$ cat config.mk
export PLATFORM = sky130hd
export DESIGN_NAME = rc_pulse_override_controller_core
export DESIGN_NICKNAME = d
export VERILOG_FILES = /design/src/rtl/rpoc_pkg.sv /design/src/rtl/rc_pulse_override_controller_core.sv
export SDC_FILE = /design/constraint.sdc
export NUM_CORES = 1
export LEC_CHECK = 0
export BUFFER_PORTS_ARGS = -buffer_cell sky130_fd_sc_hd__buf_2
export CORE_UTILIZATION = 40
export DETAILED_ROUTE_END_ITERATION = 6
export GPL_ROUTABILITY_DRIVEN = 0
export GPL_TIMING_DRIVEN = 1
export PLACE_DENSITY = 0.55
export SETUP_SLACK_MARGIN = 0.2
export SLEW_MARGIN = 10
export SYNTH_ARGS = -nofsm -noshare
export SYNTH_HDL_FRONTEND = slang
export SYNTH_SLANG_ARGS = --single-unit
$ cat constraint.sdc
create_clock -name clk -period 43.7 [get_ports clk]
set_input_delay 10.925 -clock clk [delete_from_list [all_inputs] [get_ports clk]]
set_output_delay 10.925 -clock clk [all_outputs]
set_load 0.01 [all_outputs]
$ cat src/rtl/rpoc_pkg.sv
`timescale 1ns / 1ps
package rpoc_pkg;

  localparam int unsigned VAL_W   = 10;
  localparam int unsigned PULSE_W = 16;
  localparam int unsigned SVAL_W  = 17;
  localparam int unsigned BIN_W   = 4;
  localparam int unsigned MODE_W  = 2;
  localparam int unsigned CMD_W   = 3;
  localparam int unsigned CFG_IDX_W = 2;

  typedef logic [VAL_W-1:0]         val_t;
  typedef logic signed [SVAL_W-1:0] sval_t;
  typedef logic [BIN_W-1:0]         bin_t;
  typedef logic [MODE_W-1:0]        mode_t;
  typedef logic [CMD_W-1:0]         cmd_t;

  localparam mode_t MODE_USER  = 2'd0;
  localparam mode_t MODE_ANGLE = 2'd1;
  localparam mode_t MODE_PILOT = 2'd2;
  localparam mode_t MODE_OTHER = 2'd3;

  localparam cmd_t ST_IDLE    = 3'd0;
  localparam cmd_t ST_ECHO    = 3'd1;
  localparam cmd_t ST_MODE    = 3'd2;
  localparam cmd_t ST_READ    = 3'd3;
  localparam cmd_t ST_WRITE   = 3'd4;
  localparam cmd_t ST_LIMIT   = 3'd5;
  localparam cmd_t ST_UNKNOWN = 3'd6;

  localparam logic [CFG_IDX_W-1:0] REG_STEER_NEUTRAL    = 2'd0;
  localparam logic [CFG_IDX_W-1:0] REG_THROTTLE_NEUTRAL = 2'd1;
  localparam logic [CFG_IDX_W-1:0] REG_CHANGE_THRESHOLD = 2'd2;

  localparam logic [7:0] CH_ECHO  = 8'h65;
  localparam logic [7:0] CH_MODE  = 8'h6d;
  localparam logic [7:0] CH_READ  = 8'h72;
  localparam logic [7:0] CH_WRITE = 8'h77;
  localparam logic [7:0] CH_LIMIT = 8'h4c;
  localparam logic [7:0] CH_INFO  = 8'h69;
  localparam logic [7:0] CH_USER  = 8'h75;
  localparam logic [7:0] CH_ANGLE = 8'h61;
  localparam logic [7:0] CH_PILOT = 8'h70;

  localparam val_t FULL_SCALE = 10'd1000;
  localparam val_t NEUTRAL_RST = 10'd500;
  localparam val_t THRESH_RST  = 10'd10;
  localparam sval_t PULSE_OFFSET = 17'sd1000;
  localparam sval_t PULSE_MIN    = -17'sd500;
  localparam sval_t ANGLE_BELOW  = 17'sd300;
  localparam sval_t PILOT_ABOVE  = 17'sd700;

  localparam logic [19:0] ROUND_HALF = 20'd500;
  localparam int unsigned RECIP_SHIFT = 24;
  localparam logic [17:0] RECIP_125 = 18'd134218;

  localparam val_t BIN_BOUND [0:14] = '{
    10'd0, 10'd36, 10'd108, 10'd179, 10'd250, 10'd322, 10'd393, 10'd465,
    10'd536, 10'd608, 10'd679, 10'd750, 10'd822, 10'd893, 10'd965
  };

  localparam val_t LEVEL_VALUE [0:15] = '{
    10'd0, 10'd71, 10'd143, 10'd214, 10'd286, 10'd357, 10'd429, 10'd500,
    10'd571, 10'd643, 10'd714, 10'd786, 10'd857, 10'd929, 10'd1000, 10'd1000
  };

  function automatic bin_t to_bin(input sval_t v);
    bin_t cnt;
    cnt = '0;
    for (int b = 1; b < 15; b++) begin
      if (v >= $signed({7'b0, BIN_BOUND[b]})) cnt = cnt + 4'd1;
    end
    return cnt;
  endfunction

  function automatic val_t unbin(input bin_t lvl);
    return LEVEL_VALUE[lvl];
  endfunction

  function automatic logic in_range(input sval_t v);
    return !v[SVAL_W-1] && (v <= $signed({7'b0, FULL_SCALE}));
  endfunction

endpackage

$ cat src/rtl/rc_pulse_override_controller_core.sv
`timescale 1ns / 1ps
// rc pulse override controller
// input channel: one item per control loop pass, steering and throttle pulse
// widths in us plus an optional serial byte; in_valid / in_stall handshake
// output channel: held servo commands, drive mode, reply byte and a flag that
// says whether the serial byte was consumed; out_valid / out_stall handshake
// config channel: cfg_valid / cfg_ready, always ready; index 0 steer neutral,
// 1 throttle neutral, 2 change threshold; write only while idle
// path: a taken item goes through the input register, then the
// decode/multiply stage and the divide/saturate stage to the result register
// throughput: one item per cycle while the output is not stalled; the
// 10x10 throttle product and the reciprocal multiply for the divide by 1000 sit in separate stages
// stall: out_stall freezes the result register and backs up through the
// stages to in_stall in the same cycle, no item is lost
// reset: synchronous active-low rst_n clears valids, user mode, idle parser,
// holds at 500, limit 1000, neutrals 500, threshold 10
module rc_pulse_override_controller_core
  import rpoc_pkg::*;
(
  input  logic                 clk,
  input  logic                 rst_n,
  input  logic                 in_valid,
  output logic                 in_stall,
  input  logic [PULSE_W-1:0]   in_steer_pulse_us,
  input  logic [PULSE_W-1:0]   in_throttle_pulse_us,
  input  logic                 in_rx_valid,
  input  logic [7:0]           in_rx_byte,
  output logic                 out_valid,
  input  logic                 out_stall,
  output logic [VAL_W-1:0]     out_steering_cmd,
  output logic [VAL_W-1:0]     out_throttle_cmd,
  output logic [MODE_W-1:0]    out_drive_mode_out,
  output logic                 out_tx_valid,
  output logic [7:0]           out_tx_byte,
  output logic                 out_rx_taken,
  input  logic                 cfg_valid,
  output logic                 cfg_ready,
  input  logic [CFG_IDX_W-1:0] cfg_index,
  input  logic [VAL_W-1:0]     cfg_data
);

  // handshake
  logic s0_valid_r, mid_valid_r, out_valid_r;
  logic out_free, mid_free, s0_free, a_fire, b_fire;

  assign out_free = !out_valid_r || !out_stall;
  assign mid_free = !mid_valid_r || out_free;
  assign s0_free  = !s0_valid_r || mid_free;
  assign a_fire   = s0_valid_r && mid_free;
  assign b_fire   = mid_valid_r && out_free;
  assign in_stall = !s0_free;
  assign out_valid = out_valid_r;
  assign cfg_ready = 1'b1;

  // config registers
  val_t steer_neutral_r, throttle_neutral_r, change_threshold_r;

  always_ff @(posedge clk) begin
    if (!rst_n) begin
      steer_neutral_r    <= NEUTRAL_RST;
      throttle_neutral_r <= NEUTRAL_RST;
      change_threshold_r <= THRESH_RST;
    end else if (cfg_valid && cfg_ready) begin
      if (cfg_index == REG_STEER_NEUTRAL) steer_neutral_r <= cfg_data;
      if (cfg_index == REG_THROTTLE_NEUTRAL) throttle_neutral_r <= cfg_data;
      if (cfg_index == REG_CHANGE_THRESHOLD) change_threshold_r <= cfg_data;
    end
  end

  // input register
  logic [PULSE_W-1:0] s0_steer_us_r, s0_throttle_us_r;
  logic               s0_rx_valid_r;
  logic [7:0]         s0_rx_byte_r;

  always_ff @(posedge clk) begin
    if (!rst_n) begin
      s0_valid_r <= 1'b0;
    end else if (s0_free) begin
      s0_valid_r <= in_valid;
    end
  end

  always_ff @(posedge clk) begin
    if (in_valid && s0_free) begin
      s0_steer_us_r    <= in_steer_pulse_us;
      s0_throttle_us_r <= in_throttle_pulse_us;
      s0_rx_valid_r    <= in_rx_valid;
      s0_rx_byte_r     <= in_rx_byte;
    end
  end

  // loop state
  sval_t last_steer_r, last_throttle_r;
  bin_t  steer_bin_r, throttle_bin_r;
  mode_t drive_mode_r;
  cmd_t  cmd_state_r;
  val_t  throttle_limit_r, steering_hold_r, throttle_hold_r;

  // stage a: decode, mode logic, parser, throttle product
  sval_t st_raw, th_raw, st_v, th_v;
  logic signed [SVAL_W:0] st_diff, th_diff;
  logic [SVAL_W:0] st_abs, th_abs;
  logic  st_moved, th_moved;
  mode_t mode_a, mode_nxt;
  val_t  steer_hold_nxt, thr_limit_nxt, lvl_hi, lvl_lo, thr_arg;
  bin_t  steer_bin_nxt, throttle_bin_nxt;
  cmd_t  cmd_nxt;
  logic  c1, c2, c3, thr_upd, tx_v, taken;
  logic [7:0] tx_b;
  logic signed [VAL_W:0] thr_d;
  logic  thr_sign;
  val_t  thr_mag;
  logic [2*VAL_W-1:0] thr_prod;

  always_comb begin
    st_raw = $signed({1'b0, s0_steer_us_r}) - PULSE_OFFSET;
    th_raw = $signed({1'b0, s0_throttle_us_r}) - PULSE_OFFSET;
    st_v = (st_raw < PULSE_MIN) ? $signed({7'b0, steer_neutral_r}) : st_raw;
    th_v = (th_raw < PULSE_MIN) ? $signed({7'b0, throttle_neutral_r}) : th_raw;
    st_diff = {last_steer_r[SVAL_W-1], last_steer_r} - {st_v[SVAL_W-1], st_v};
    th_diff = {last_throttle_r[SVAL_W-1], last_throttle_r} - {th_v[SVAL_W-1], th_v};
    st_abs = st_diff[SVAL_W] ? 18'(-st_diff) : 18'(st_diff);
    th_abs = th_diff[SVAL_W] ? 18'(-th_diff) : 18'(th_diff);
    st_moved = st_abs > {8'b0, change_threshold_r};
    th_moved = th_abs > {8'b0, change_threshold_r};

    mode_a = drive_mode_r;
    steer_hold_nxt = steering_hold_r;
    steer_bin_nxt = steer_bin_r;
    throttle_bin_nxt = throttle_bin_r;
    c1 = 1'b0;
    c2 = 1'b0;
    c3 = 1'b0;

    if (st_moved) begin
      steer_bin_nxt = to_bin(st_v);
      unique case (drive_mode_r)
        MODE_USER: begin
          if (in_range(st_v)) steer_hold_nxt = st_v[VAL_W-1:0];
        end
        MODE_PILOT: begin
          if (st_v < ANGLE_BELOW) mode_a = MODE_ANGLE;
          c1 = throttle_neutral_r <= FULL_SCALE;
        end
        MODE_ANGLE: begin
          if (st_v > PILOT_ABOVE) mode_a = MODE_PILOT;
        end
        default: begin
        end
      endcase
    end

    if (th_moved) begin
      throttle_bin_nxt = to_bin(th_v);
      c2 = (mode_a != MODE_PILOT) && in_range(th_v);
    end

    lvl_hi = unbin(s0_rx_byte_r[7:4]);
    lvl_lo = unbin(s0_rx_byte_r[3:0]);
    mode_nxt = mode_a;
    thr_limit_nxt = throttle_limit_r;
    cmd_nxt = cmd_state_r;
    tx_v = 1'b0;
    tx_b = 8'h00;
    taken = 1'b0;

    if (s0_rx_valid_r) begin
      cmd_nxt = ST_IDLE;
      unique case (cmd_state_r)
        ST_IDLE: begin
          taken = 1'b1;
          priority if (s0_rx_byte_r == CH_ECHO) cmd_nxt = ST_ECHO;
          else if (s0_rx_byte_r == CH_MODE) cmd_nxt = ST_MODE;
          else if (s0_rx_byte_r == CH_READ) cmd_nxt = ST_READ;
          else if (s0_rx_byte_r == CH_WRITE) cmd_nxt = ST_WRITE;
          else if (s0_rx_byte_r == CH_LIMIT) cmd_nxt = ST_LIMIT;
          else if (s0_rx_byte_r == CH_INFO) cmd_nxt = ST_IDLE;
          else cmd_nxt = ST_UNKNOWN;
        end
        ST_ECHO: begin
          taken = 1'b1;
        end
        ST_MODE: begin
          taken = 1'b1;
          priority if (s0_rx_byte_r == CH_USER) mode_nxt = MODE_USER;
          else if (s0_rx_byte_r == CH_ANGLE) mode_nxt = MODE_ANGLE;
          else if (s0_rx_byte_r == CH_PILOT) mode_nxt = MODE_PILOT;
          else mode_nxt = MODE_OTHER;
        end
        ST_READ: begin
          tx_v = 1'b1;
          tx_b = {steer_bin_nxt, throttle_bin_nxt};
        end
        ST_WRITE: begin
          taken = 1'b1;
          if (mode_a != MODE_USER) steer_hold_nxt = lvl_hi;
          c3 = mode_a == MODE_PILOT;
        end
        ST_LIMIT: begin
          taken = 1'b1;
          if (s0_rx_byte_r[7:4] == 4'h0) thr_limit_nxt = lvl_lo;
        end
        default: begin
        end
      endcase
    end

    // only the last throttle update of the item survives
    thr_upd = c1 || c2 || c3;
    priority if (c3) thr_arg = lvl_lo;
    else if (c2) thr_arg = th_v[VAL_W-1:0];
    else thr_arg = throttle_neutral_r;

    thr_d = $signed({1'b0, thr_arg}) - $signed({1'b0, throttle_neutral_r});
    thr_sign = thr_d[VAL_W];
    thr_mag = thr_sign ? VAL_W'(-thr_d) : VAL_W'(thr_d);
    thr_prod = thr_mag * throttle_limit_r;
  end

  always_ff @(posedge clk) begin
    if (!rst_n) begin
      last_steer_r     <= '0;
      last_throttle_r  <= '0;
      steer_bin_r      <= '0;
      throttle_bin_r   <= '0;
      drive_mode_r     <= MODE_USER;
      cmd_state_r      <= ST_IDLE;
      throttle_limit_r <= FULL_SCALE;
      steering_hold_r  <= NEUTRAL_RST;
    end else if (a_fire) begin
      if (st_moved) last_steer_r <= st_v;
      if (th_moved) last_throttle_r <= th_v;
      steer_bin_r      <= steer_bin_nxt;
      throttle_bin_r   <= throttle_bin_nxt;
      drive_mode_r     <= mode_nxt;
      cmd_state_r      <= cmd_nxt;
      throttle_limit_r <= thr_limit_nxt;
      steering_hold_r  <= steer_hold_nxt;
    end
  end

  // mid register
  logic               mid_thr_upd_r, mid_thr_sign_r;
  logic [2*VAL_W-1:0] mid_thr_mag_r;
  val_t               mid_tn_r, mid_steer_r;
  mode_t              mid_mode_r;
  logic               mid_tx_valid_r, mid_taken_r;
  logic [7:0]         mid_tx_byte_r;

  always_ff @(posedge clk) begin
    if (!rst_n) begin
      mid_valid_r <= 1'b0;
    end else if (mid_free) begin
      mid_valid_r <= s0_valid_r;
    end
  end

  always_ff @(posedge clk) begin
    if (a_fire) begin
      mid_thr_upd_r  <= thr_upd;
      mid_thr_sign_r <= thr_sign;
      mid_thr_mag_r  <= thr_prod;
      mid_tn_r       <= throttle_neutral_r;
      mid_steer_r    <= steer_hold_nxt;
      mid_mode_r     <= mode_nxt;
      mid_tx_valid_r <= tx_v;
      mid_tx_byte_r  <= tx_b;
      mid_taken_r    <= taken;
    end
  end

  // stage b: round, divide by 1000, add to or subtract from neutral, saturate
  logic [2*VAL_W:0]   rnd_sum;
  logic [16:0]        div_in;
  logic [34:0]        div_prod;
  val_t               div_q;
  logic signed [11:0] thr_sum;
  val_t               thr_hold_nxt;

  always_comb begin
    rnd_sum  = {1'b0, mid_thr_mag_r} + {1'b0, ROUND_HALF};
    div_in   = rnd_sum[19:3];
    div_prod = div_in * RECIP_125;
    div_q    = div_prod[RECIP_SHIFT+VAL_W-1:RECIP_SHIFT];
    thr_sum  = mid_thr_sign_r ? $signed({2'b0, mid_tn_r}) - $signed({2'b0, div_q})
                              : $signed({2'b0, mid_tn_r}) + $signed({2'b0, div_q});
    priority if (thr_sum < 12'sd0) thr_hold_nxt = '0;
    else if (thr_sum > $signed({2'b0, FULL_SCALE})) thr_hold_nxt = FULL_SCALE;
    else thr_hold_nxt = thr_sum[VAL_W-1:0];
  end

  // result register
  val_t       out_steer_r;
  mode_t      out_mode_r;
  logic       out_tx_valid_r, out_taken_r;
  logic [7:0] out_tx_byte_r;

  always_ff @(posedge clk) begin
    if (!rst_n) begin
      out_valid_r     <= 1'b0;
      throttle_hold_r <= NEUTRAL_RST;
    end else begin
      if (out_free) out_valid_r <= mid_valid_r;
      if (b_fire && mid_thr_upd_r) throttle_hold_r <= thr_hold_nxt;
    end
  end

  always_ff @(posedge clk) begin
    if (b_fire) begin
      out_steer_r    <= mid_steer_r;
      out_mode_r     <= mid_mode_r;
      out_tx_valid_r <= mid_tx_valid_r;
      out_tx_byte_r  <= mid_tx_byte_r;
      out_taken_r    <= mid_taken_r;
    end
  end

  assign out_steering_cmd   = out_steer_r;
  assign out_throttle_cmd   = throttle_hold_r;
  assign out_drive_mode_out = out_mode_r;
  assign out_tx_valid       = out_tx_valid_r;
  assign out_tx_byte        = out_tx_byte_r;
  assign out_rx_taken       = out_taken_r;

  // checks
  a_stall_only_when_full: assert property (@(posedge clk) disable iff (!rst_n)
    in_stall |-> (s0_valid_r && mid_valid_r && out_valid_r && out_stall))
    else $error("input stalled while a stage is free");

  a_mode_moves_on_item: assert property (@(posedge clk) disable iff (!rst_n)
    !a_fire |=> $stable(drive_mode_r))
    else $error("drive mode changed without an item");

  a_hold_in_range: assert property (@(posedge clk) disable iff (!rst_n)
    (throttle_hold_r <= FULL_SCALE) && (steering_hold_r <= FULL_SCALE))
    else $error("servo hold out of range");

  a_reply_not_taken: assert property (@(posedge clk) disable iff (!rst_n)
    (out_valid_r && out_tx_valid_r) |-> !out_taken_r)
    else $error("reply item also consumed the byte");

endmodule
# Word level (Yosys, flattened, before mapping)

Memories as Yosys holds them, arrays and structs flattened.
Index checks and enable logic that the tools add are counted.

Add/subtract/negate cells: 37
$mul: 2
Order comparisons: 41
Equal/unequal tests: 20
Multiplexer cells: 99
Bitwise logic cells: 2
Reduce and logical (&&, ||, !) cells: 33

Operator list:

| operator                                                                            | number |
|---|---|
| 17-bit by 11-bit >= comparator with 1-bit output (second input constant)            | 14 |
| 4-bit 2-to-1 mux                                                                    | 54 |
| 10-bit 2-to-1 mux                                                                   | 15 |
| 4-bit by 1-bit adder with 4-bit output (second input constant)                      | 26 |
| 17-bit by 10-bit >= comparator with 1-bit output (second input constant)            | 6 |
| 8-bit by 7-bit == test with 1-bit output (second input constant)                    | 9 |
| 17-bit by 9-bit >= comparator with 1-bit output (second input constant)             | 4 |
| 17-bit by 10-bit < comparator with 1-bit output (second input constant)             | 3 |
| 18-bit by 10-bit > comparator with 1-bit output                                     | 2 |
| 18-bit 2-to-1 mux                                                                   | 2 |
| 18-bit negator                                                                      | 2 |
| 17-bit by 17-bit subtractor with 18-bit output                                      | 2 |
| 17-bit by 7-bit >= comparator with 1-bit output (second input constant)             | 2 |
| 17-bit by 8-bit >= comparator with 1-bit output (second input constant)             | 2 |
| 17-bit by 11-bit less-or-equal comparator with 1-bit output (second input constant) | 2 |
| 17-bit 2-to-1 mux                                                                   | 2 |
| 16-bit by 10-bit subtractor with 17-bit output (second input constant)              | 2 |
| 17-bit by 17-bit multiplier with 33-bit output (second input constant)              | 1 |
| 10-bit by 10-bit subtractor with 11-bit output                                      | 2 |
| 3-bit 2-to-1 mux                                                                    | 7 |
| 20-bit by 9-bit adder with 20-bit output (second input constant)                    | 1 |
| 10-bit by 10-bit multiplier with 20-bit output                                      | 1 |
| 17-bit by 11-bit > comparator with 1-bit output (second input constant)             | 1 |
| 2-bit 2-to-1 mux                                                                    | 7 |
| other kinds (26)                                                                    | 65 |

Bits in registers: 227
Memory bits (read-only): 320
Input port bits: 58
Output and inout bits: 35
Word-level logic and storage cells: 269
Memories kept: 2

Memories:

| memory           | words | width | rd ports | clocked after Yosys merged registers in | write ports | line           | RTL |
|---|---|---|---|---|---|---|---|
| (name not given) | 16    | 10    | 1        | 0                                       | 0           | rpoc_pkg.sv:77 | `return LEVEL_VALUE[lvl];` |
| (name not given) | 16    | 10    | 1        | 0                                       | 0           | rpoc_pkg.sv:77 |  |

# Logic depth before layout (Yosys ltp)

Gate-level depths: netlist of run 1.

Word-level depth: 47
Gate-level depth with buffers: 80
Depth with buffers taken out: 76

# Least setup slack after synthesis of run 1

No wires, ideal clock.

Path kind: input -> output
Start: input out_stall
End: output in_stall
Arrival time: 11,293 ps
Data required time: 32,775 ps
Setup slack: 21,482 ps
Stages on the path: 2
Buffers on the path: 0
Cells stage by stage: and3_1 > and2_1

Word-level cells in the longest chain between the ends: 5

Ends and longest elaborated chain:

| item             | line                                    | RTL |
|---|---|---|
| from (decl)      | rc_pulse_override_controller_core.sv:29 | `input logic out_stall,` |
| 1-bit zero test  | rc_pulse_override_controller_core.sv:46 | `assign out_free = !out_valid_r \|\| !out_stall;` |
| 1-bit logical OR | rc_pulse_override_controller_core.sv:46 |  |
| 1-bit logical OR | rc_pulse_override_controller_core.sv:47 | `assign mid_free = !mid_valid_r \|\| out_free;` |
| 1-bit logical OR | rc_pulse_override_controller_core.sv:48 | `assign s0_free = !s0_valid_r \|\| mid_free;` |
| 1-bit zero test  | rc_pulse_override_controller_core.sv:51 | `assign in_stall = !s0_free;` |
| to (decl)        | rc_pulse_override_controller_core.sv:23 | `output logic in_stall,` |

Every way passes these cells.

# Worst setup path after layout of run 1

Same ends and word-level chain as after synthesis.

==> reports/metrics.csv, run 1 <==
stage,metric,value,unit
cells_and_area,FF/Latch Area,5660,sq um
critical_path,CP max FO,3,
critical_path,"Arr. time, crit path",11.60,ns
cts,Root Buffer,clkbuf_16,
synthesis,Synth Area in XOR/XNOR,0.0755,
cts,cts repair resizes,0,
flow_run,max-cap viol count,0,
synthesis,top area cells in the synthesized netlist,"ha_1 (16%), edfxtp_1 (14%), dfxtp_1 (9.1%)",
cts,Worst-Skew Late Latency,0.57,ns
synthesis,"Avg Cell Area, Syn",8.83,sq um
global_routing,first-pass GRT wire length,99.6,mm
cts,Sink Count,225,
global_routing,pin count of the biggest net entering global routing,67,
timing,RSZ-0062 raised after global routing,no,
timing,slew margin rel.,0.243,
synthesis,Mapped Cells,2747,
timing,count of pins over their slew limit,0,
die,die width,248,um
cts,TritonCTS clock tree,built,
timing,Worst Clk Skew,0.0168,ns
die,FP Rows,89,
worst_hold_path,Hold Path Depth,0,
critical_path,Crit. End Element,output pin,
die,Die Y,248,um
routing,vias per cell,5.44,
routing,total number of vias,19600,
cts,TritonCTS buffer count,28,
routing,Avg WL per Cell,17.1,um
synthesis,Mapped Area,24200,sq um
cts,Max clock buf depth,3,
synthesis,post-synth top area share,0.165,
die,Floorplan Core Area,59500,sq um
synthesis,sequential element share of the synthesized area,0.233,
cts,# H-tree levels,1,
cells_and_area,multi-input logic area,17100,sq um
die,I/O pin count,93,
placement,post-DP HPWL,49.2,mm
synthesis,Synthesized Nets,3233,
global_routing,number of global-route vias before repair,19100,
routing,Routed WL,61.7,mm
die,Initial Utilization,0.408,
synthesis,number of synthesized register bits,225,
synthesis,Synth Area in Adders,0.256,
routing,1st-pass router iterations,7,
global_routing,gr usage total,0.202,
synthesis,Netlist cell types,110,
synthesis,prevailing post-synth register cell,edfxtp_1,
timing,Fmax,44.4,MHz
cells_and_area,fillers,5860,
global_routing,Overflow after GRT,0,
cells_and_area,share of cells above drive strength 1,0.0817,
cts,post-CTS setup-driven buffer insertion count,0,
critical_path,CP startpoint kind,input port,
critical_path,R2R depth,72,
synthesis,post-synth top area cell,ha_1,
timing,final setup vio count,0,
synthesis,Async SR Flop Fraction,0,
cells_and_area,Final nets,3292,
die,Die ar.,61600,sq um
synthesis,largest family of logic cells by synthesized area,adder cells,
routing,Antenna Violating Nets Remaining,0,
worst_hold_path,worst hold path type,flop to flop,
synthesis,Post-synth EDFFs,115,
cts,"Clk pin slew, worst setup/hold paths",0.06,ns
routing,number of remaining DRC errors,0,
synthesis,simple-gate share of the synthesized area,0.168,
global_routing,antenna violations before repair,2,
timing,worst slew pin tran,1.13,ns
routing,number of DRC markers in iteration 0,1004,
synthesis,post-synthesis compound-gate area fraction,0.159,
synthesis,commonest cells in the netlist,"ha_1 (319), inv_1 (305), nand2_1 (217)",
critical_path,Setup CP Type,input port to output pin,
timing,post-route clock period utilization,0.515,
timing,final hold viol count,0,
synthesis,mux share of post-synthesis cell area,0.0453,
synthesis,cell with the most instances after synthesis,ha_1,
critical_path,CP Data Required Time,32.78,ns
cells_and_area,P&R area growth vs syn,8.91,%
timing,setup_tns,0,ns
cts,Hold Buf Count CTS,0,
placement,PortBufs,91,
run_status,status,"complete, no violations",
timing,fin crit period,22.53,ns
synthesis,Yosys warnings,0,
placed cells by master (no fill, tap or decap), types with 9 or more instances in the layout:
cell type,synthesis,layout
o211ai_1,25,25
o21ai_1,11,11
a211oi_1,29,29
or2_2,13,13
buf_2,8,91
nor4_1,15,15
edfxtp_1,115,115
mux2i_1,80,80
nor2b_1,47,46
inv_1,305,303
nand3_1,41,41
nor2_1,213,213
nand4_1,22,22
o21a_1,23,23
a21oi_1,160,160
ha_1,319,319
fa_1,109,109
a31oi_1,27,27
and3_1,16,16
o21ai_0,97,97
or3_1,11,11
nor3_1,63,62
nand2_1,217,217
o21bai_1,20,20
xnor2_1,117,117
buf_4,4,18
dfxtp_1,110,110
a21o_1,41,41
nand2b_1,40,40
mux2_2,21,21
nor3b_1,11,11
o31ai_1,13,13
and2_1,61,60
o22ai_1,9,9
clkbuf_16,0,28
xor2_1,72,72
final cells by class:
| cell class | instances | area share |
|---|---|---|
| tap | 773 | 0.0366 |
| multi-input combinational | 2129 | 0.647 |
| clock inverter | 16 | 0.00635 |
| clock buffer | 36 | 0.0288 |
| antenna | 2 | 0.000190 |
| timing repair buffer | 109 | 0.0224 |
| sequential | 225 | 0.214 |
| inverter | 313 | 0.0445 |
cells by family (layout without fill, tap and decap cells):
| logic type | count (synthesis) | in the layout |
|---|---|---|
| AO/OA/AOI/OAI | 575 | 575 |
| flip-flops | 225 | 225 |
| XOR/XNOR | 197 | 197 |
| multiplexers | 105 | 105 |
| adder cells (fa/ha/maj) | 431 | 431 |
| buffers and inverters | 393 | 474 |
| other | 1 | 3 |
| AND/OR/NAND/NOR | 820 | 820 |
registers in the layout (all words and copies together), names as in the netlist, 3 cells and up:
name	count
change_threshold_r	10
s0_throttle_us_r	16
steer_neutral_r	10
mid_tx_byte_r	8
mid_tn_r	10
throttle_neutral_r	10
s0_rx_byte_r	8
mid_steer_r	10
out_steering_cmd	10
mid_thr_mag_r	18
steer_bin_r	4
last_steer_r	17
throttle_bin_r	4
throttle_limit_r	10
steering_hold_r	10
s0_steer_us_r	16
cmd_state_r	3
last_throttle_r	17
out_throttle_cmd	10
out_tx_byte	8
worst paths after layout:
path / start / to / slack, ns
worst max-delay path: out_stall / in_stall / 21.17
worst max register to register: s0_steer_us_r[3] / mid_thr_mag_r[19] / 24.47
worst min-delay path: mid_steer_r[3] / out_steering_cmd[3] / 0.42
worst min register to register: mid_steer_r[3] / out_steering_cmd[3] / 0.42
layer usage:
| metal | global-route usage | share of wire | vias to the layer above |
|---|---|---|---|
| met4 | 0.0536 | 0.026 | 0 |
| li1 | - | - | 9742 |
| met3 | 0.0212 | 0.039 | 85 |
| met5 | 0 | 0 | - |
| met2 | 0.346 | 0.46 | 395 |
| met1 | 0.270 | 0.47 | 9366 |
critical path, cell delays in order:
cell and delay (ns):
buf_2 0.10, and3_1 0.19, and2_1 0.22, buf_2 0.16
stage by stage:
step                      utilization  hold WS [ns]  worst slack, ns  cells  area [sq um]
after floorplan                     -         0.400            21.48   2747         24200
after global placement          0.428         0.405            21.19   3549         25500
after detailed placement        0.428         0.405            21.19   3549         25500
after CTS                       0.444         0.418            21.18   3601         26400
after global routing            0.444         0.422            21.12   3602         26400
final                           0.444         0.417            21.17   3603         26400
Power of run 1 is left out: the tool's default activity adds up to more than one toggle a clock period on the data nets, which glitch-free logic cannot reach.
==> run 2, diff against run 1 <==
==> constraint.sdc (replaced) <==
create_clock -name clk -period 22 [get_ports clk]
set_input_delay 5.5 -clock clk [delete_from_list [all_inputs] [get_ports clk]]
set_output_delay 5.5 -clock clk [all_outputs]
set_load 0.01 [all_outputs]
==> run 2 against run 1 <==
  * Cell area rose by 0.24%
  * Core utilization rose by 0.11 points
  * Global-route usage rose by 0.25 points
  * Critical path depth rose by 67
  * Largest cell class unchanged
  * First-iteration DRC count rose by 11%
  * Critical path type is now flop to flop
  * Via count rose by 0.20%
  * Worst hold slack barely moved
  * Highest routed layer unchanged
  * Wire length rose by 2.0%
  * Register-to-register slack got worse by 21 ns
  * Setup slack got worse by 18 ns
==> reports/metrics.csv, run 2 (synthesis results as in run 1) <==
stage,metric,value,unit,change
run_status,status,"complete, no violations",,unchanged
die,Die Y,248,um,unchanged
critical_path,crit-path most repeated cell,a21oi_1,,was buf_2
cells_and_area,most frequent cells in the layout,"ha_1 (319), inv_1 (303), nand2_1 (217), nor2_1 (213), a21oi_1 (160)",,unchanged
routing,number of remaining DRC errors,0,,unchanged
cts,Root Buffer,clkbuf_16,,unchanged
cts,Max clock buf depth,3,,unchanged
critical_path,"Arr. time, crit path",18.98,ns,was 11.60 ns
cells_and_area,max reg flops,18,,unchanged
cells_and_area,fillers,5874,,was 5860
critical_path,Top Family by Delay on Critical Path,compound AO/OA/AOI/OAI gates,,was simple AND/OR/NAND/NOR gates
global_routing,antenna violations before repair,2,,unchanged
routing,number of DRC markers in iteration 0,1115,,was 1004
worst_hold_path,worst hold path type,flop to flop,,unchanged
timing,slew margin rel.,0.274,,was 0.243
die,Floorplan Core Area,59500,sq um,unchanged
global_routing,number of global-route vias before repair,19300,,was 19.1k
cells_and_area,Largest regs,"mid_thr_mag_r x18, last_steer_r x17, last_throttle_r x17",,unchanged
placement,PortBufs,91,,unchanged
cells_and_area,P&R area growth vs syn,9.17,%,was 8.91%
cts,TritonCTS buffer count,29,,was 28
global_routing,Overflow after GRT,0,,unchanged
timing,fin crit period,18.66,ns,
global_routing,first-pass GRT wire length,101,mm,was 99.6 mm
placement,post-DP HPWL,50.8,mm,was 49.2 mm
critical_path,CP max FO,35,,was 3
cells_and_area,"most common cell after layout, fill and taps aside",ha_1,,unchanged
critical_path,Crit. End Element,flop,,was output pin
die,FP Rows,89,,unchanged
cells_and_area,register with the most flip-flops,mid_thr_mag_r,,unchanged
routing,total number of vias,19600,,about the same
routing,vias per cell,5.45,,was 5.44
cts,Sink Count,225,,unchanged
critical_path,CP startpoint kind,flop,,was input port
critical_path,Buf/Inv on CP,6,,was 2
die,Initial Utilization,0.408,,unchanged
cts,# H-tree levels,1,,unchanged
cts,Hold Buf Count CTS,0,,unchanged
die,Die ar.,61600,sq um,unchanged
timing,Worst Clk Skew,0.0197,ns,was 0.0168 ns
routing,Avg WL per Cell,17.5,um,was 17.1 um
routing,Antenna Violating Nets Remaining,0,,unchanged
global_routing,gr usage total,0.205,,was 0.202
die,I/O pin count,93,,unchanged
timing,Fmax,53.6,MHz,
cells_and_area,multi-input logic area,17100,sq um,about the same
timing,count of pins over their slew limit,0,,unchanged
timing,post-route clock period utilization,0.848,,
timing,final hold viol count,0,,unchanged
cells_and_area,share of cells above drive strength 1,0.0820,,was 0.0817
cells_and_area,FF/Latch Area,5660,sq um,unchanged
cells_and_area,Final nets,3292,,unchanged
timing,final setup vio count,0,,unchanged
routing,Routed WL,63.0,mm,was 61.7 mm
critical_path,Critical Path Max Stage Delay,0.65,ns,was 0.22 ns
cts,"Clk pin slew, worst setup/hold paths",0.06,ns,about the same
cts,cts repair resizes,0,,unchanged
global_routing,pin count of the biggest net entering global routing,66,,was 67
cts,Worst-Skew Late Latency,0.57,ns,about the same
timing,RSZ-0062 raised after global routing,no,,unchanged
timing,worst slew pin tran,1.08,ns,was 1.13 ns
cts,TritonCTS clock tree,built,,unchanged
routing,1st-pass router iterations,5,,was 7
timing,setup_tns,0,ns,unchanged
flow_run,max-cap viol count,0,,unchanged
critical_path,CP max stage cell,a221oi_1,,was and2_1
die,die width,248,um,unchanged
critical_path,Setup CP Type,flop to flop,,was input port to output pin
critical_path,CP Data Required Time,22.31,ns,was 32.78 ns
cts,post-CTS setup-driven buffer insertion count,0,,unchanged
## run 2: path summary, 6_finish.rpt
check,endpoint,slack (ns),startpoint,cells after the start
max reg2reg,mid_thr_mag_r[19],3.34,s0_steer_us_r[3],71
min reg2reg,out_steering_cmd[1],0.42,mid_steer_r[1],0
min,out_steering_cmd[1],0.42,mid_steer_r[1],0
max,mid_thr_mag_r[19],3.34,s0_steer_us_r[3],71
## run 2: metal layers
| metal | part of all wire | vias to the layer above | GRT usage |
|---|---|---|---|
| met5 | 0 | - | 0 |
| met4 | 0.025 | 0 | 0.0524 |
| met3 | 0.039 | 89 | 0.0214 |
| met2 | 0.47 | 459 | 0.350 |
| met1 | 0.47 | 9329 | 0.274 |
| li1 | - | 9751 | - |
## run 2: layout make-up
class	count	share of cell area
diodes	1	0.0000945
clock buffers	33	0.0280
clock inverters	21	0.00974
inverters	313	0.0444
multi-input cells	2129	0.646
flip-flops and latches	225	0.214
well taps	773	0.0365
repair buffers	108	0.0220
## run 2: per-stage QoR
stage / std cells / util / area, sq um / hold slack (ns) / worst slack (ns)
after floorplan: 2747 / - / 24200 / 0.400 / 5.90
after global placement: 3548 / 0.428 / 25500 / 0.403 / 4.30
after detailed placement: 3548 / 0.428 / 25500 / 0.405 / 3.48
after CTS: 3602 / 0.445 / 26500 / 0.419 / 3.45
after global routing: 3603 / 0.445 / 26500 / 0.428 / 1.82
final: 3603 / 0.445 / 26500 / 0.417 / 3.34
Power of run 2 is left out for the same reason.
==> run 3, diff against run 2 <==
--- a/config.mk
+++ b/config.mk
@@ -5,12 +5,13 @@
 export SDC_FILE = /design/constraint.sdc
 export NUM_CORES = 1
 export LEC_CHECK = 0
+export ABC_AREA = 1
 export BUFFER_PORTS_ARGS = -buffer_cell sky130_fd_sc_hd__buf_2
 export CORE_UTILIZATION = 40
 export DETAILED_ROUTE_END_ITERATION = 6
 export GPL_ROUTABILITY_DRIVEN = 0
 export GPL_TIMING_DRIVEN = 1
-export PLACE_DENSITY = 0.55
+export PLACE_DENSITY = 0.57
 export SETUP_SLACK_MARGIN = 0.2
 export SLEW_MARGIN = 10
 export SYNTH_ARGS = -nofsm -noshare
==> constraint.sdc (replaced) <==
create_clock -name clk -period 15.6 [get_ports clk]
set_input_delay 3.9 -clock clk [delete_from_list [all_inputs] [get_ports clk]]
set_output_delay 3.9 -clock clk [all_outputs]
set_load 0.01 [all_outputs]
==> run 3 against run 2 <==
  * Sequential share of layout area shrank 0.30 points
  * Cell count rose by 18%
  * Synthesized cell count is 22% higher
  * Core utilization is 0.052 points higher
  * Die area increased by 0.56%
  * Register-to-register slack worse by 1.7 ns
  * Via count is 7.6% higher
  * Cell area is 1.4% higher
  * Largest cell class unchanged
  * Critical path depth rose by 10
  * Setup slack got worse by 1.7 ns
==> reports/metrics.csv, run 3 <==
stage,metric,value,unit,change
placement,PortBufs,91,,unchanged
synthesis,Async SR Flop Fraction,0,,unchanged
global_routing,number of global-route vias before repair,20000,,was 19.3k
die,Die ar.,61900,sq um,was 61600 sq um
run_status,status,"complete, no violations",,unchanged
die,I/O pin count,93,,unchanged
timing,count of pins over their slew limit,0,,unchanged
timing,setup_tns,0,ns,unchanged
die,Die Y,249,um,was 248 um
cells_and_area,P&R area growth vs syn,10.1,%,was 9.17%
cells_and_area,most frequent cells in the layout,"nand2_1 (738), inv_1 (604), ha_1 (317), nor2_1 (288), a21oi_1 (207)",,"was ha_1 (319), inv_1 (303), nand2_1 (217), nor2_1 (213), a21oi_1 (160)"
critical_path,CP max FO,20,,was 35
synthesis,commonest cells in the netlist,"nand2_1 (739), inv_1 (608), ha_1 (319)",,"was ha_1 (319), inv_1 (305), nand2_1 (217)"
critical_path,Top Family by Delay on Critical Path,adder cells,,was compound AO/OA/AOI/OAI gates
synthesis,post-synth top area share,0.164,,was 0.165
die,FP Rows,90,,was 89
routing,total number of vias,21100,,was 19.6k
critical_path,Setup CP Type,flop to flop,,unchanged
timing,fin crit period,13.96,ns,was 18.66 ns
cts,TritonCTS clock tree,built,,unchanged
synthesis,Synthesized Nets,3850,,was 3233
critical_path,CP Data Required Time,15.89,ns,was 22.31 ns
cells_and_area,ant diodes,0,,was 1
cts,Root Buffer,clkbuf_16,,unchanged
cells_and_area,register with the most flip-flops,mid_thr_mag_r,,unchanged
timing,worst slew pin tran,1.01,ns,was 1.08 ns
critical_path,CP max stage cell,fa_1,,was a221oi_1
global_routing,gr usage total,0.197,,was 0.205
routing,Antenna Violating Nets Remaining,0,,unchanged
die,Floorplan Core Area,60200,sq um,was 59500 sq um
routing,number of DRC markers in iteration 0,1365,,was 1115
cts,Sink Count,225,,unchanged
synthesis,Netlist cell types,68,,was 110
synthesis,Mapped Cells,3364,,was 2747
timing,final hold viol count,0,,unchanged
synthesis,sequential element share of the synthesized area,0.232,,was 0.233
routing,Avg WL per Cell,14.4,um,was 17.5 um
timing,Worst Clk Skew,0.0216,ns,was 0.0197 ns
critical_path,Critical Path Max Stage Delay,0.54,ns,was 0.65 ns
cells_and_area,Final nets,3946,,was 3292
global_routing,pin count of the biggest net entering global routing,52,,was 66
synthesis,number of synthesized register bits,225,,unchanged
die,die width,249,um,was 248 um
global_routing,Overflow after GRT,0,,unchanged
flow_run,max-cap viol count,0,,unchanged
global_routing,first-pass GRT wire length,100,mm,was 101 mm
synthesis,Mapped Area,24400,sq um,was 24200 sq um
synthesis,post-synth top area cell,ha_1,,unchanged
cells_and_area,Largest regs,"mid_thr_mag_r x18, last_steer_r x17, last_throttle_r x17",,unchanged
cts,Worst-Skew Late Latency,0.56,ns,was 0.57 ns
synthesis,Post-synth EDFFs,115,,unchanged
critical_path,Crit. End Element,flop,,unchanged
synthesis,prevailing post-synth register cell,edfxtp_1,,unchanged
critical_path,crit-path most repeated cell,nand2_1,,was a21oi_1
cts,"Clk pin slew, worst setup/hold paths",0.06,ns,about the same
synthesis,Yosys warnings,0,,unchanged
timing,post-route clock period utilization,0.895,,was 0.848
timing,slew margin rel.,0.325,,was 0.274
critical_path,Buf/Inv on CP,13,,was 6
critical_path,CP startpoint kind,flop,,unchanged
cts,# H-tree levels,1,,unchanged
synthesis,top area cells in the synthesized netlist,"ha_1 (16%), edfxtp_1 (14%), nand2_1 (11%)",,"was ha_1 (16%), edfxtp_1 (14%), dfxtp_1 (9.1%)"
timing,final setup vio count,0,,unchanged
synthesis,"Avg Cell Area, Syn",7.25,sq um,was 8.83 sq um
worst_hold_path,worst hold path type,flop to flop,,unchanged
die,Initial Utilization,0.405,,was 0.408
routing,vias per cell,4.95,,was 5.45
cells_and_area,share of cells above drive strength 1,0.0836,,was 0.0820
placement,post-DP HPWL,50.3,mm,was 50.8 mm
critical_path,"Arr. time, crit path",14.25,ns,was 18.98 ns
cells_and_area,max reg flops,18,,unchanged
cts,TritonCTS buffer count,28,,was 29
timing,Fmax,71.6,MHz,was 53.6 MHz
timing,RSZ-0062 raised after global routing,no,,unchanged
routing,Routed WL,61.5,mm,was 63.0 mm
global_routing,antenna violations before repair,0,,was 2
routing,1st-pass router iterations,6,,was 5
cts,Max clock buf depth,3,,unchanged
synthesis,cell with the most instances after synthesis,nand2_1,,was ha_1
cells_and_area,"most common cell after layout, fill and taps aside",nand2_1,,was ha_1
routing,number of remaining DRC errors,0,,unchanged
-- run 3: cell types whose count changed after synthesis, sizes merged, moves of 38 or more --
cell,before,now
a21o,41,3
a21oi,162,209
and2,61,1
inv,308,626
mux2i,81,1
nand2,217,766
nand2b,40,1
nand3,42,215
nor2,215,306
nor2b,47,0
o21ai,110,203
xnor2,118,23
-- run 3: path summary, 6_finish.rpt --
kind	startpoint	endpoint	slack, ns	depth (start not counted)
setup / recovery	s0_throttle_us_r[3]	mid_thr_mag_r[18]	1.64	81
hold / removal	mid_tx_byte_r[5]	out_tx_byte[5]	0.41	0
hold reg to reg	mid_tx_byte_r[5]	out_tx_byte[5]	0.41	0
setup reg to reg	s0_throttle_us_r[3]	mid_thr_mag_r[18]	1.64	81
-- run 3: area by class of cell --
cell class                      instances  area (sq um)
Inverter                              636          2400
Multi-Input combinational cell       2448         16200
Tap cell                              782           978
Timing Repair Buffer                  121           681
Sequential cell                       225          5660
Clock buffer                           38           802
Clock inverter                         14           184
Fill cell                            6167         33400
-- run 3: through the flow --
| step | instance area, sq um | util | hold slack [ns] | instances | setup slack [ns] |
|---|---|---|---|---|---|
| global placement | 25700 | 0.427 | 0.401 | 4203 | 0.740 |
| CTS | 26700 | 0.443 | 0.420 | 4255 | 0.285 |
| detailed placement | 25700 | 0.427 | 0.405 | 4203 | 0.384 |
| global route | 26800 | 0.446 | 0.429 | 4264 | 0.221 |
| floorplan | 24400 | - | 0.400 | 3364 | 2.35 |
| finish | 26800 | 0.446 | 0.415 | 4264 | 1.64 |
-- run 3: cell families (layout without fill, tap and decap cells) --
group | count (synthesis) | count (layout) | share of synthesized area
flops | 225 | 225 | 0.232
compound gates | 516 | 516 | 0.120
xor+xnor | 102 | 102 | 0.0373
mux | 1 | 1 | 0.000411
buf+inv | 691 | 809 | 0.110
other cells | 1 | 1 | 0.000154
fa+ha+maj | 428 | 428 | 0.253
simple gates | 1400 | 1400 | 0.248
-- run 3: layer usage --
metal | vias to the layer above | share of wire | GRT usage
li1 | 11100 | - | -
met1 | 9472 | 0.49 | 0.278
met2 | 482 | 0.43 | 0.318
met3 | 84 | 0.052 | 0.0243
met4 | 0 | 0.021 | 0.0461
met5 | - | 0 | 0
-- run 3: worst register-to-register path: cells and delay by family (launching register included) --
kind,cells,cell delay (ns)
flops,1,0.43
fa+ha+maj,11,4.43
xor+xnor,3,0.60
simple gates,34,3.43
compound gates,20,3.45
buf+inv,13,1.35
-- run 3: what timing repair did --
| action | CTS | global route |
|---|---|---|
| hold buffers | 0 | 0 |
| buffers inserted | 0 | 9 |
| setup endpoints to repair | 0 | 13 |
| gates resized for setup | 0 | 25 |
Power of run 3 is left out for the same reason.
